[src/rtl/core/grid_occupancy_first_fit_allocator_unit_macros.svh]
// Assertion macros for the grid occupancy allocator.
// Used by the top level; expects clk and arst_n in scope.
`ifndef GRID_OCCUPANCY_FIRST_FIT_ALLOCATOR_UNIT_MACROS_SVH
`define GRID_OCCUPANCY_FIRST_FIT_ALLOCATOR_UNIT_MACROS_SVH

// same-cycle implication
`define GOFA_ASSERT_SAME(label, ante, cons, msg) \
	label: assert property (@(posedge clk) disable iff (!arst_n) (ante) |-> (cons)) \
		else $error(msg);

// next-cycle implication
`define GOFA_ASSERT_NEXT(label, ante, cons, msg) \
	label: assert property (@(posedge clk) disable iff (!arst_n) (ante) |=> (cons)) \
		else $error(msg);

`endif

[src/rtl/core/gofa_pkg.sv]
// Shared types, constants and helpers for the grid occupancy allocator.
// No dependencies; imported by the controller, datapath and top level.
package gofa_pkg;

	localparam int NUM_GRIDS  = 4;
	localparam int MAX_ROWS   = 16;
	localparam int MAX_COLS   = 16;
	localparam int GRID_W     = 2;
	localparam int ROW_W      = 4;
	localparam int COL_W      = 4;
	localparam int DIM_W      = 5;
	localparam int ADDR_W     = GRID_W + ROW_W;
	localparam int DEPTH      = NUM_GRIDS * MAX_ROWS;
	localparam int CFG_IDX_W  = 3;
	localparam int CFG_DATA_W = 5;
	localparam int IN_TDATA_W  = 24;
	localparam int OUT_TDATA_W = 16;

	typedef enum logic [1:0] {
		REQ_MARK  = 2'd0,
		REQ_FREE  = 2'd1,
		REQ_FIND  = 2'd2,
		REQ_CLEAR = 2'd3
	} gofa_req_t;

	typedef enum logic [3:0] {
		ST_IDLE,
		ST_MARK_CHK,
		ST_MARK_RD,
		ST_MARK_WR,
		ST_FIND_ROW,
		ST_FIND_RD,
		ST_FIND_ACC,
		ST_FIND_EVAL,
		ST_RESP
	} gofa_state_t;

	// request payload, lowest field in the lowest bits
	typedef struct packed {
		logic [3:0]       pad;
		logic [DIM_W-1:0] item_cols;
		logic [DIM_W-1:0] item_rows;
		logic [COL_W-1:0] target_col;
		logic [ROW_W-1:0] target_row;
		logic [GRID_W-1:0] target_grid;
	} gofa_in_t;

	typedef struct packed {
		logic [5:0]        pad;
		logic [COL_W-1:0]  found_col;
		logic [ROW_W-1:0]  found_row;
		logic [GRID_W-1:0] found_grid;
	} gofa_out_t;

	// controller -> datapath
	typedef struct packed {
		logic load_req;
		logic clear_all;
		logic set_ok;
		logic mark_rd;
		logic mark_wr;
		logic row_inc;
		logic grid_next;
		logic find_start;
		logic find_rd;
		logic find_acc;
		logic set_hit;
		logic load_out;
	} gofa_cmd_t;

	// datapath -> controller
	typedef struct packed {
		logic tgt_present;
		logic mark_row_ok;
		logic grid_done;
		logic last_grid;
		logic acc_more;
		logic fit_any;
		logic out_free;
	} gofa_stat_t;

	// dimension register clipped to the grid maximum
	function automatic logic [DIM_W-1:0] clamp_dim(input logic [DIM_W-1:0] v,
			input logic [DIM_W-1:0] lim);
		return (v > lim) ? lim : v;
	endfunction

endpackage

[src/rtl/core/gofa_ctrl.sv]
// Sequencing state machine of the grid occupancy allocator.
// Depends on gofa_pkg; drives gofa_dp through command and status structs.
module gofa_ctrl import gofa_pkg::*; (
	input  logic        clk,
	input  logic        arst_n,
	input  logic        s_tvalid,
	output logic        s_tready,
	input  logic [1:0]  s_tuser,
	input  gofa_stat_t  stat,
	output gofa_cmd_t   cmd
);

	gofa_state_t state_q, state_nx;

	// state register
	always_ff @(posedge clk or negedge arst_n) begin
		if (!arst_n) begin
			state_q <= ST_IDLE;
		end else begin
			state_q <= state_nx;
		end
	end

	// next state and commands
	always_comb begin
		state_nx = state_q;
		cmd      = '0;
		s_tready = 1'b0;
		case (state_q)
			ST_IDLE: begin
				s_tready = 1'b1;
				if (s_tvalid) begin
					cmd.load_req = 1'b1;
					case (gofa_req_t'(s_tuser))
						REQ_CLEAR: begin
							cmd.clear_all = 1'b1;
							cmd.set_ok    = 1'b1;
							state_nx      = ST_RESP;
						end
						REQ_FIND: state_nx = ST_FIND_ROW;
						default:  state_nx = ST_MARK_CHK;
					endcase
				end
			end
			ST_MARK_CHK: begin
				if (stat.tgt_present) begin
					cmd.set_ok = 1'b1;
					state_nx   = ST_MARK_RD;
				end else begin
					state_nx = ST_RESP;
				end
			end
			ST_MARK_RD: begin
				if (stat.mark_row_ok) begin
					cmd.mark_rd = 1'b1;
					state_nx    = ST_MARK_WR;
				end else begin
					state_nx = ST_RESP;
				end
			end
			ST_MARK_WR: begin
				cmd.mark_wr = 1'b1;
				cmd.row_inc = 1'b1;
				state_nx    = ST_MARK_RD;
			end
			ST_FIND_ROW: begin
				if (stat.grid_done) begin
					if (stat.last_grid) begin
						state_nx = ST_RESP;
					end else begin
						cmd.grid_next = 1'b1;
					end
				end else begin
					cmd.find_start = 1'b1;
					state_nx       = ST_FIND_RD;
				end
			end
			ST_FIND_RD: begin
				cmd.find_rd = 1'b1;
				state_nx    = ST_FIND_ACC;
			end
			ST_FIND_ACC: begin
				cmd.find_acc = 1'b1;
				state_nx     = stat.acc_more ? ST_FIND_RD : ST_FIND_EVAL;
			end
			ST_FIND_EVAL: begin
				if (stat.fit_any) begin
					cmd.set_hit = 1'b1;
					state_nx    = ST_RESP;
				end else begin
					cmd.row_inc = 1'b1;
					state_nx    = ST_FIND_ROW;
				end
			end
			ST_RESP: begin
				if (stat.out_free) begin
					cmd.load_out = 1'b1;
					state_nx     = ST_IDLE;
				end
			end
			default: state_nx = ST_IDLE;
		endcase
	end

endmodule

[src/rtl/core/gofa_dp.sv]
// Datapath of the grid occupancy allocator: config registers, occupancy
// memory with row valid bits, scan counters, fit logic, output register.
// Depends on gofa_pkg.
module gofa_dp import gofa_pkg::*; (
	input  logic                   clk,
	input  logic                   arst_n,
	input  logic [IN_TDATA_W-1:0]  s_tdata,
	input  logic [1:0]             s_tuser,
	output logic                   m_tvalid,
	input  logic                   m_tready,
	output logic [OUT_TDATA_W-1:0] m_tdata,
	output logic [0:0]             m_tuser,
	input  logic                   cfg_we,
	input  logic [CFG_IDX_W-1:0]   cfg_index,
	input  logic [CFG_DATA_W-1:0]  cfg_data,
	input  gofa_cmd_t              cmd,
	output gofa_stat_t             stat
);

	gofa_in_t in_w;
	gofa_out_t out_w;

	logic [DIM_W-1:0]  rows_cfg_q [NUM_GRIDS];
	logic [DIM_W-1:0]  cols_cfg_q [NUM_GRIDS];
	logic [DIM_W-1:0]  eff_rows   [NUM_GRIDS];
	logic [DIM_W-1:0]  eff_cols   [NUM_GRIDS];

	gofa_req_t         type_q;
	logic [GRID_W-1:0] tg_q;
	logic [ROW_W-1:0]  tr_q;
	logic [COL_W-1:0]  tc_q;
	logic [DIM_W-1:0]  h_q, w_q;

	logic [GRID_W-1:0] grid_q;
	logic [DIM_W-1:0]  row_q, rr_q;
	logic [MAX_COLS-1:0] acc_q, base_q;

	logic              res_ok_q;
	logic [GRID_W-1:0] res_grid_q;
	logic [ROW_W-1:0]  res_row_q;
	logic [COL_W-1:0]  res_col_q;

	logic              out_valid_q, out_ok_q;
	logic [GRID_W-1:0] out_grid_q;
	logic [ROW_W-1:0]  out_row_q;
	logic [COL_W-1:0]  out_col_q;

	logic [MAX_COLS-1:0] mem [DEPTH];
	logic [DEPTH-1:0]    valid_q;
	logic [MAX_COLS-1:0] rd_data_q;
	logic                rd_vld_q;
	logic [MAX_COLS-1:0] rd_word, wr_word, mark_mask, w_mask, fit_vec;
	logic [ADDR_W-1:0]   rd_addr, wr_addr;
	logic                mem_re;
	logic [GRID_W-1:0]   cfg_grid;

	logic [DIM_W-1:0]  rows_t, cols_t, rows_g, cols_g;
	logic [DIM_W:0]    tr_sum, tc_sum, rend, cend, frow, row_h, rr_nx;
	logic              nz;
	logic [COL_W-1:0]  fit_col;

	assign in_w = gofa_in_t'(s_tdata);

	// effective grid sizes
	always_comb begin
		for (int g = 0; g < NUM_GRIDS; g++) begin
			eff_rows[g] = clamp_dim(rows_cfg_q[g], DIM_W'(MAX_ROWS));
			eff_cols[g] = clamp_dim(cols_cfg_q[g], DIM_W'(MAX_COLS));
		end
	end

	assign cfg_grid = cfg_index[CFG_IDX_W-1:1];

	// configuration registers
	always_ff @(posedge clk or negedge arst_n) begin
		if (!arst_n) begin
			for (int g = 0; g < NUM_GRIDS; g++) begin
				rows_cfg_q[g] <= '0;
				cols_cfg_q[g] <= '0;
			end
		end else if (cfg_we) begin
			if (cfg_index[0]) begin
				cols_cfg_q[cfg_grid] <= cfg_data;
			end else begin
				rows_cfg_q[cfg_grid] <= cfg_data;
			end
		end
	end

	// captured request
	always_ff @(posedge clk) begin
		if (cmd.load_req) begin
			type_q <= gofa_req_t'(s_tuser);
			tg_q   <= in_w.target_grid;
			tr_q   <= in_w.target_row;
			tc_q   <= in_w.target_col;
			h_q    <= in_w.item_rows;
			w_q    <= in_w.item_cols;
		end
	end

	// mark/free rectangle bounds, clipped to the target grid
	assign rows_t = eff_rows[tg_q];
	assign cols_t = eff_cols[tg_q];
	assign tr_sum = {2'b00, tr_q} + {1'b0, h_q};
	assign tc_sum = {2'b00, tc_q} + {1'b0, w_q};
	assign rend   = (tr_sum > {1'b0, rows_t}) ? {1'b0, rows_t} : tr_sum;
	assign cend   = (tc_sum > {1'b0, cols_t}) ? {1'b0, cols_t} : tc_sum;

	always_comb begin
		for (int k = 0; k < MAX_COLS; k++) begin
			mark_mask[k] = ((DIM_W+1)'(k) >= {2'b00, tc_q}) && ((DIM_W+1)'(k) < cend);
		end
	end

	// scan counters
	always_ff @(posedge clk or negedge arst_n) begin
		if (!arst_n) begin
			grid_q <= '0;
			row_q  <= '0;
			rr_q   <= '0;
		end else begin
			if (cmd.load_req) begin
				grid_q <= '0;
				row_q  <= (gofa_req_t'(s_tuser) == REQ_FIND) ? '0 : {1'b0, in_w.target_row};
			end else if (cmd.grid_next) begin
				grid_q <= grid_q + 1'b1;
				row_q  <= '0;
			end else if (cmd.row_inc) begin
				row_q <= row_q + 1'b1;
			end
			if (cmd.find_start) begin
				rr_q <= '0;
			end else if (cmd.find_acc) begin
				rr_q <= rr_nx[DIM_W-1:0];
			end
		end
	end

	// find: OR of the rows under the candidate start row
	always_ff @(posedge clk) begin
		if (cmd.find_start) begin
			acc_q <= '0;
		end else if (cmd.find_acc) begin
			acc_q <= acc_q | rd_word;
			if (rr_q == '0) begin
				base_q <= rd_word;
			end
		end
	end

	assign rows_g = eff_rows[grid_q];
	assign cols_g = eff_cols[grid_q];
	assign nz     = (h_q != '0) && (w_q != '0);
	assign row_h  = {1'b0, row_q} + {1'b0, h_q};
	assign frow   = {1'b0, row_q} + {1'b0, rr_q};
	assign rr_nx  = {1'b0, rr_q} + 1'b1;
	assign w_mask = ~({MAX_COLS{1'b1}} << w_q);

	// per-column fit test and first-fit pick
	always_comb begin
		fit_col = '0;
		for (int c = 0; c < MAX_COLS; c++) begin
			if (nz) begin
				fit_vec[c] = !base_q[c]
					&& (((DIM_W+1)'(c) + {1'b0, w_q}) <= {1'b0, cols_g})
					&& (((acc_q >> c) & w_mask) == '0);
			end else begin
				fit_vec[c] = !base_q[c] && (DIM_W'(c) < cols_g);
			end
		end
		for (int c = MAX_COLS - 1; c >= 0; c--) begin
			if (fit_vec[c]) begin
				fit_col = COL_W'(c);
			end
		end
	end

	// occupancy memory
	assign mem_re  = cmd.mark_rd | cmd.find_rd;
	assign rd_addr = cmd.find_rd ? {grid_q, frow[ROW_W-1:0]} : {tg_q, row_q[ROW_W-1:0]};
	assign wr_addr = {tg_q, row_q[ROW_W-1:0]};
	assign rd_word = rd_vld_q ? rd_data_q : '0;
	assign wr_word = (type_q == REQ_MARK) ? (rd_word | mark_mask) : (rd_word & ~mark_mask);

	always_ff @(posedge clk) begin
		if (cmd.mark_wr) begin
			mem[wr_addr] <= wr_word;
		end
		if (mem_re) begin
			rd_data_q <= mem[rd_addr];
		end
	end

	// row valid bits: an invalid row reads as all free
	always_ff @(posedge clk or negedge arst_n) begin
		if (!arst_n) begin
			valid_q  <= '0;
			rd_vld_q <= 1'b0;
		end else begin
			if (mem_re) begin
				rd_vld_q <= valid_q[rd_addr];
			end
			if (cmd.clear_all) begin
				valid_q <= '0;
			end else if (cfg_we) begin
				for (int r = 0; r < MAX_ROWS; r++) begin
					valid_q[{cfg_grid, ROW_W'(r)}] <= 1'b0;
				end
			end else if (cmd.mark_wr) begin
				valid_q[wr_addr] <= 1'b1;
			end
		end
	end

	// result being built; clear sets ok together with the load
	always_ff @(posedge clk or negedge arst_n) begin
		if (!arst_n) begin
			res_ok_q <= 1'b0;
		end else if (cmd.load_req) begin
			res_ok_q <= cmd.set_ok;
		end else if (cmd.set_ok || cmd.set_hit) begin
			res_ok_q <= 1'b1;
		end
	end

	always_ff @(posedge clk) begin
		if (cmd.load_req) begin
			res_grid_q <= '0;
			res_row_q  <= '0;
			res_col_q  <= '0;
		end else if (cmd.set_hit) begin
			res_grid_q <= grid_q;
			res_row_q  <= row_q[ROW_W-1:0];
			res_col_q  <= fit_col;
		end
	end

	// output register
	always_ff @(posedge clk or negedge arst_n) begin
		if (!arst_n) begin
			out_valid_q <= 1'b0;
		end else if (cmd.load_out) begin
			out_valid_q <= 1'b1;
		end else if (m_tready) begin
			out_valid_q <= 1'b0;
		end
	end

	always_ff @(posedge clk) begin
		if (cmd.load_out) begin
			out_ok_q   <= res_ok_q;
			out_grid_q <= res_grid_q;
			out_row_q  <= res_row_q;
			out_col_q  <= res_col_q;
		end
	end

	assign out_w.pad        = '0;
	assign out_w.found_grid = out_grid_q;
	assign out_w.found_row  = out_row_q;
	assign out_w.found_col  = out_col_q;
	assign m_tdata  = OUT_TDATA_W'(out_w);
	assign m_tuser  = out_ok_q;
	assign m_tvalid = out_valid_q;

	// status to controller
	assign stat.tgt_present = (rows_t != '0) && (cols_t != '0);
	assign stat.mark_row_ok = {1'b0, row_q} < rend;
	assign stat.grid_done   = (rows_g == '0) || (cols_g == '0) || (row_q >= rows_g)
		|| (nz && (row_h > {1'b0, rows_g}));
	assign stat.last_grid   = (grid_q == GRID_W'(NUM_GRIDS - 1));
	assign stat.acc_more    = nz && (rr_nx < {1'b0, h_q});
	assign stat.fit_any     = |fit_vec;
	assign stat.out_free    = !out_valid_q || m_tready;

endmodule

[src/rtl/core/grid_occupancy_first_fit_allocator_unit.sv]
// First-fit rectangle allocator over an occupancy bitmap of up to four grids
// of at most 16x16 cells, each sized by a rows and a cols register (zero means
// absent; writing either register frees that grid). A request marks a
// rectangle occupied or free (clipped to the grid), clears everything, or
// finds the first free cell in grid then row-major order where the rectangle
// fits. One request is worked at a time; the next one is taken while the
// previous result still waits in the output register. All timing comes from
// the single read port of the 64-row occupancy memory: clear touches no row,
// mark/free reads and rewrites each clipped row in turn (none for an absent
// grid), and a find reads h rows per candidate start row, grid by grid
// (h = item_rows, 1 if either size is zero).
// No clearing pass: per-row valid bits make reset and clear immediate.
// Depends on gofa_pkg, gofa_ctrl, gofa_dp and the macros header.
`include "grid_occupancy_first_fit_allocator_unit_macros.svh"

module grid_occupancy_first_fit_allocator_unit import gofa_pkg::*; (
	input  logic                   clk,
	input  logic                   arst_n,
	input  logic                   s_tvalid,
	output logic                   s_tready,
	// target_grid, target_row, target_col, item_rows, item_cols
	input  logic [IN_TDATA_W-1:0]  s_tdata,
	// req_type
	input  logic [1:0]             s_tuser,
	output logic                   m_tvalid,
	input  logic                   m_tready,
	// found_grid, found_row, found_col
	output logic [OUT_TDATA_W-1:0] m_tdata,
	// ok
	output logic [0:0]             m_tuser,
	input  logic                   cfg_we,
	input  logic [CFG_IDX_W-1:0]   cfg_index,
	input  logic [CFG_DATA_W-1:0]  cfg_data
);

	gofa_cmd_t  ctl_cmd;
	gofa_stat_t dp_stat;

	gofa_ctrl u_ctrl (
		.clk      (clk),
		.arst_n   (arst_n),
		.s_tvalid (s_tvalid),
		.s_tready (s_tready),
		.s_tuser  (s_tuser),
		.stat     (dp_stat),
		.cmd      (ctl_cmd)
	);

	gofa_dp u_dp (
		.clk       (clk),
		.arst_n    (arst_n),
		.s_tdata   (s_tdata),
		.s_tuser   (s_tuser),
		.m_tvalid  (m_tvalid),
		.m_tready  (m_tready),
		.m_tdata   (m_tdata),
		.m_tuser   (m_tuser),
		.cfg_we    (cfg_we),
		.cfg_index (cfg_index),
		.cfg_data  (cfg_data),
		.cmd       (ctl_cmd),
		.stat      (dp_stat)
	);

	// one request in flight: accepting closes the input for the next cycle
	`GOFA_ASSERT_NEXT(a_one_in_flight, s_tvalid && s_tready, !s_tready, "second request taken while busy")
	// a waiting result is never overwritten
	`GOFA_ASSERT_SAME(a_no_overwrite, ctl_cmd.load_out, !m_tvalid || m_tready, "result overwritten")
	// a result without ok carries a zero position
	`GOFA_ASSERT_SAME(a_zero_on_miss, m_tvalid && !m_tuser[0], m_tdata == '0, "position set on miss")

endmodule
[config.mk]
export PLATFORM = sky130hd
export DESIGN_NAME = grid_occupancy_first_fit_allocator_unit
export DESIGN_NICKNAME = d
export VERILOG_FILES = /design/src/rtl/core/gofa_pkg.sv /design/src/rtl/core/gofa_ctrl.sv /design/src/rtl/core/gofa_dp.sv /design/src/rtl/core/grid_occupancy_first_fit_allocator_unit.sv
export VERILOG_INCLUDE_DIRS = /design/src /design/src/rtl/core
export SDC_FILE = /design/constraint.sdc
export NUM_CORES = 2
export LEC_CHECK = 0
export BUFFER_PORTS_ARGS = -buffer_cell sky130_fd_sc_hd__buf_2
export CAP_MARGIN = 10
export CORE_ASPECT_RATIO = 1.25
export CORE_MARGIN = 10
export CORE_UTILIZATION = 40
export CTS_CLUSTER_DIAMETER = 30
export CTS_CLUSTER_SIZE = 16
export DETAILED_ROUTE_END_ITERATION = 8
export GPL_TIMING_DRIVEN = 0
export HOLD_SLACK_MARGIN = 0.03
export SYNTH_ARGS = -nofsm -noshare
export SYNTH_HDL_FRONTEND = slang
export SYNTH_SLANG_ARGS = --single-unit
[constraint.sdc]
create_clock -name clk -period 15 [get_ports clk]
set_input_delay 0.75 -clock clk [delete_from_list [all_inputs] [get_ports clk]]
set_output_delay 0.75 -clock clk [all_outputs]
set_load 0.03 [all_outputs]
# == Word level (Yosys, flattened, before mapping) ==
# Memory sizes are Yosys's and may differ from the RTL's. A register that Yosys moved wholly into a read port is not among the register bits.
# Cells that the tools add are included.
# op_classes
n_lt_le_gt_ge,116
mux,145
n_eq_ne,14
div_mod_pow,0
mul,0
bitwise,60
reduce_logical,143
n_shift,1
add_sub_neg,22
# op_table
cell,n
$and 64x64->64,16
$logic_not 16->1,16
$mux 64,3
$lt 6x7->1 const B,18
$mux 5,22
$ge 6x1->1 const B,17
$mux 4,24
$le 6x5->1,15
$logic_and 1x1->1,85
$not 49->64,1
$not 50->64,1
$not 51->64,1
$not 52->64,1
$not 53->64,1
$not 54->64,1
$not 55->64,1
$not 56->64,1
$not 57->64,1
$not 58->64,1
$not 59->64,1
$not 60->64,1
$not 61->64,1
$not 62->64,1
$not 63->64,1
other kinds (86),270
# totals
elab_cells,533
romBits,0
input_bits,39
n_memories,1
ramBits,1024
latchBits,0
ff_bits,198
# memory_table
name,depth,width,read_ports,rd_clocked_by_memory_dff,write_ports,line,source
u_dp.mem,64,16,1,1,1,gofa_dp.sv:48,logic [MAX_COLS-1:0] mem [DEPTH];

# == Logic depth before layout (Yosys ltp) ==
# logic_depth
word_depth,25
mapped_depth,19
ltp_nobuf,18

# == Hierarchy ==
# A second synthesis with hierarchy kept.
# hier_totals
cells_unflattened,4801
hier_area_um2,55595.8
# by_module_without_submodules
module,seq_area_each_um2,area_per_inst_um2,instances,cells_each
gofa_dp,36199.7,55180.4,1,4745
gofa_ctrl,100.1,415.4,1,56

# == Worst setup path after synthesis ==
# No wires, ideal clock.
# synth_path
path_type,register to register
start,register u_dp.tg_q[0]
end,memory u_dp.mem[0][5] (data pin)
arrival_time_ns,5.807
slack_ns,8.491
stages_incl_launch_ff,15
setup_ns,0.702
cell_sequence,edfxtp_1 > clkbuf_1 > buf_2 > mux4_2 > clkbuf_1 > ha_1 > o21a_1 > o21ai_0 > nand2b_1 > a21oi_1 > o21a_1 > clkbuf_1 > mux2_2 > a221o_1 > o21ai_0
# synth_via
elab_chain_cells,11
# synth_rtl
element,line,source
from (decl),gofa_dp.sv:29,logic [GRID_W-1:0] tg_q;
from (signal assigned),gofa_dp.sv:94,tg_q <= in_w.target_grid;
$not 2->3 (not written as such) (*),gofa_dp.sv:104,assign cols_t = eff_cols[tg_q];
$bmux 5 s2 (*),gofa_dp.sv:104,
$mux 5 (not written as such) (*) (2 in series),gofa_dp.sv:104,
$gt 6x5->1,gofa_dp.sv:108,"assign cend = (tc_sum > {1'b0, cols_t}) ? {1'b0, cols_t} : tc_sum;"
$mux 6 (*),gofa_dp.sv:108,
$lt 3x6->1 (*),gofa_dp.sv:112,"mark_mask[k] = ((DIM_W+1)'(k) >= {2'b00, tc_q}) && ((DIM_W+1)'(k) < cend);"
$logic_and 1x1->1 (*),gofa_dp.sv:112,
$not 16->16,gofa_dp.sv:184,assign wr_word = (type_q == REQ_MARK) ? (rd_word | mark_mask) : (rd_word & ~mark_mask);
$and 16x16->16,gofa_dp.sv:184,
$mux 16 (*),gofa_dp.sv:184,
named net u_dp.wr_word[5],gofa_dp.sv:52,"logic [MAX_COLS-1:0] rd_word, wr_word, mark_mask, w_mask, fit_vec;"
to (decl),gofa_dp.sv:48,
# Mark *: on every way through the listed nets, which the timed path passes. The rest lies on a longest branch. The select of a mux whose other input is x is not followed.

# == Final worst setup path ==
# layout_path
start,register u_dp.row_q[1]
end,register u_dp.rd_data_q[6] (read register of u_dp.mem) (data pin)
# layout_via
elab_chain_cells,4
# layout_rtl
element,line,source
from (decl),gofa_dp.sv:35,"logic [DIM_W-1:0] row_q, rr_q;"
from (signal assigned),gofa_dp.sv:125,"row_q <= (gofa_req_t'(s_tuser) == REQ_FIND) ? '0 : {1'b0, in_w.target_row};"
from (signal assigned),gofa_dp.sv:130,row_q <= row_q + 1'b1;
$lt 5x6->1,gofa_dp.sv:269,"assign stat.mark_row_ok = {1'b0, row_q} < rend;"
$mux 1,gofa_ctrl.sv:54,if (stat.mark_row_ok) begin
$mux 1,gofa_ctrl.sv:29,case (state_q)
$or 1x1->1,gofa_dp.sv:180,assign mem_re = cmd.mark_rd | cmd.find_rd;
to (decl),gofa_dp.sv:50,logic [MAX_COLS-1:0] rd_data_q;
# Several ways; a longest one is shown, not always the timed one.
# A chain may end at the register's enable or synchronous reset.

==> impl_metrics.yaml <==
yosys:
  synth-seq-cells: 1238
  syn-mean-instance-area_sq_um: 11.8
  yosys-top-cells-area: "edfxtp_1 (59%), nand2_1 (8.1%), dfrtp_1 (5.5%)"
  syn_inst: 4713
  yosysUniqueCellTypes: 96
  synth_top_family_by_area: "simple AND/OR/NAND/NOR gates"
  syn_area_sq_mm: 0.0557
  yosys_warnings: 0
  synth-edff-count: 1089
  muxShareOfSynthArea_pct: 2.14
  synth_flop_cell: "edfxtp_1"
  yosys.area.top_type: "edfxtp_1"
  ys_async_sr_fraction_pct: 9.94
  synth-seq-area-share_pct: 65.1
  yosys.area_share.adder_pct: 2.74
  synth.top_cell.area_share_pct: 58.7
  synth-compound-area-share_pct: 10.4
  synth-simple-area-share_pct: 16.0
  synthXorXnorAreaFrac_pct: 0.581
critical_path:
  slowest_stage: "buf_1"
  arrival_ns: 7.16
  critPathKind: "flop to flop"
  cpPeakStageDelay_ns: 1.01
  reg2reg_setup_slack_ns: 8.39
  worst-path-max-fanout: 10
  rr_worst_depth: 13
  timing.rr.start: "u_dp.row_q[1]"
  crit_start: "u_dp.row_q[1]"
  start_kind: "flop"
  crit_path_cell_trace: "clkbuf_1 -> inv_1 -> fa_1 -> a21o_1 -> buf_2 -> buf_2 -> buf_1 -> clkbuf_1 -> nand3_1 -> a311oi_1 -> a21oi_1 -> a32oi_1 -> nand2_1"
  crit_required_ns: 15.55
  worstSetupEndpointType: "flop"
  reg2reg_to: "u_dp.rd_data_q[6]"
detailed_routing:
  dr.pass1.iters: 9
  postRouteWirelength_um: 189000
  wl_per_cell_um: 26.4
  via_per_inst: 5.72
  drt_iter0_drc: 4305
  dr_total_vias: 41000
  drc: 0
  drtAntennaViolNets: 0
final_layout:
  nets: 5246
  synthToLayoutAreaGrowth_pct: 22.9
  drive_gt1_share_pct: 14.1
  final_cell_mix: "nand2_1 (1198), edfxtp_1 (1089), nand3_1 (296)"
  final_core_util_pct: 49.4
  fin_area_sq_mm: 0.0685
  final_common_cell: "nand2_1"
die:
  start_util_pct: 40.2
  die_y_um: 437
  rows: 153
  io_pins: 58
  die_w_um: 354
  core_sq_mm: 0.139
  die_area_sq_mm: 0.155
grt:
  grt_usage_pct: 23.8
  grt.busiest_layer: "met2"
  grt_pass1_vias: 40500
  gr-usage-met3_pct: 4.27
  antenna_found_initial: 1
  grt_util_met2_pct: 40.4
  grt_pass1_wl_um: 274000
  grt_max_degree: 72
  grt-ovfl-total: 0
  grt_use_met1_pct: 28.1
timing:
  finClkSkew_ns: 0.0639
  finalCriticalPeriod_ns: 6.61
  period_share_pct: 44.1
  rsz0062_at_grt: "false"
  hold_viol_final: 0
  setup_viol: 0
  final.setup.tns_ns: 0
  report.final.slew_viol_count: 0
  worst_slack_ns: 8.39
  worst_pin_slew_ns: 1.31
  slew-limit-headroom_pct: 12.4
  fmax_mhz: 151
cts:
  cts_tree: "yes"
  clk_latency_ns: 0.88
  post_cts_buffers: 0
  cts_buffers: 230
  htreeDepth: 4
  root_buffer: "clkbuf_16"
  cts_buffer_depth: 3
  cts.sink_count: 1238
  post_cts_resized: 0
  postCtsHoldBufs: 1
  clk_pin_slew_ns: 0.05
placed_design:
  dp_slack_ns: 8.66
  io_buffers: 45
  hpwl_um: 138000
  placed_cell_area_sq_mm: 0.0603
  gp_congestion: 0.954
hold_path:
  hp-class: "primary input to flop"
  hold_end: "u_dp.tc_q[2]"
  hold_start: "s_tdata[8]"
  holdPathStages: 1
power_and_ir_drop:
  p_leak_nw: 25.2
  power_density_mw_per_mm2: 230
  ir_drop_v: 0.000177
flow_run:
  drv_cap: 0
status:
  status: "finished, final reports clean"
## final cells by class
class / instances / area (sq um)
buffer: 325 / 1340
clock inverter: 189 / 2330
clock buffer: 249 / 5910
fill: 12000 / 70300
sequential: 1238 / 36300
timing repair buffer: 138 / 1870
multi-input combinational: 3070 / 18100
tap: 1860 / 2330
inverter: 85 / 319
antenna: 2 / 5.00
## critical path, delay by kind of cell, from the launching register on
| family | cells | cell delay, ns |
|---|---|---|
| simple gates | 2 | 0.34 |
| compound gates | 4 | 1.40 |
| buf+inv | 6 | 3.32 |
| fa+ha+maj | 1 | 0.60 |
| flops | 1 | 0.60 |
## how the worst max path moves through the flow
stage,to,slack [ns],depth (start not counted)
floorplan,u_dp.mem[0][5],8.49,14
global placement,u_dp.mem[57][5],2.60,14
detailed placement,u_dp.rd_data_q[6],8.66,13
CTS,u_dp.rd_data_q[6],8.63,13
global route,u_dp.rd_data_q[6],8.31,13
finish,u_dp.rd_data_q[6],8.39,13
## through the flow
step | hold WS [ns] | std cells | power, W
2_1_floorplan | 0.408 | 4718 | 0.00770
3_3_place_gp | 0.417 | 6623 | 0.0100
4_1_cts | 0.0464 | 7154 | 0.0157
6_report | 0.0805 | 7156 | 0.0158
5_1_grt | 0.0526 | 7154 | 0.0164
3_5_place_dp | 0.416 | 6715 | 0.0103
## synthesized netlist by cell type, types with 54 or more instances
| cell | number |
|---|---|
| a21oi_1 | 148 |
| a311oi_1 | 166 |
| a31oi_1 | 80 |
| and3_1 | 142 |
| buf_2 | 54 |
| clkbuf_1 | 228 |
| dfrtp_1 | 123 |
| edfxtp_1 | 1089 |
| ha_1 | 114 |
| inv_1 | 85 |
| nand2_1 | 1198 |
| nand3_1 | 296 |
| nor2_1 | 193 |
| o21ai_0 | 79 |
## layer usage
| metal | share of wire (%) | routed length (um) |
|---|---|---|
| met4 | 6.4 | 12100 |
| met2 | 49 | 92100 |
| met5 | 0 | 0 |
| met1 | 38 | 71400 |
| met3 | 7.0 | 13300 |
## sequential cells by signal, indices dropped and copies added (netlist names), 5 cells and up
name,flops
u_dp.h_q,5
u_dp.rd_data_q,16
u_dp.mem,1024
u_dp.base_q,16
u_dp.acc_q,16
u_dp.rows_cfg_q,20
u_dp.cols_cfg_q,20
u_dp.valid_q,64
u_dp.rr_q,5
u_dp.row_q,5
u_dp.w_q,5
## cells by family (layout without fill, tap and decap cells)
kind of cell    after synthesis  in the layout
fa+ha+maj                   119            119
xor+xnor                     37             37
other cells                   1              8
buf+inv                     410            986
simple gates               2031           2031
flops                      1238           1238
compound gates              785            785
mux                          92             92
## power breakdown
group / switching, W / internal, W
Combinational: 0.00414 / 0.00171
Sequential: 0.000132 / 0.00438
Clock: 0.00188 / 0.00352
Total: 0.00616 / 0.00960
(Power assumes the default switching activity.)
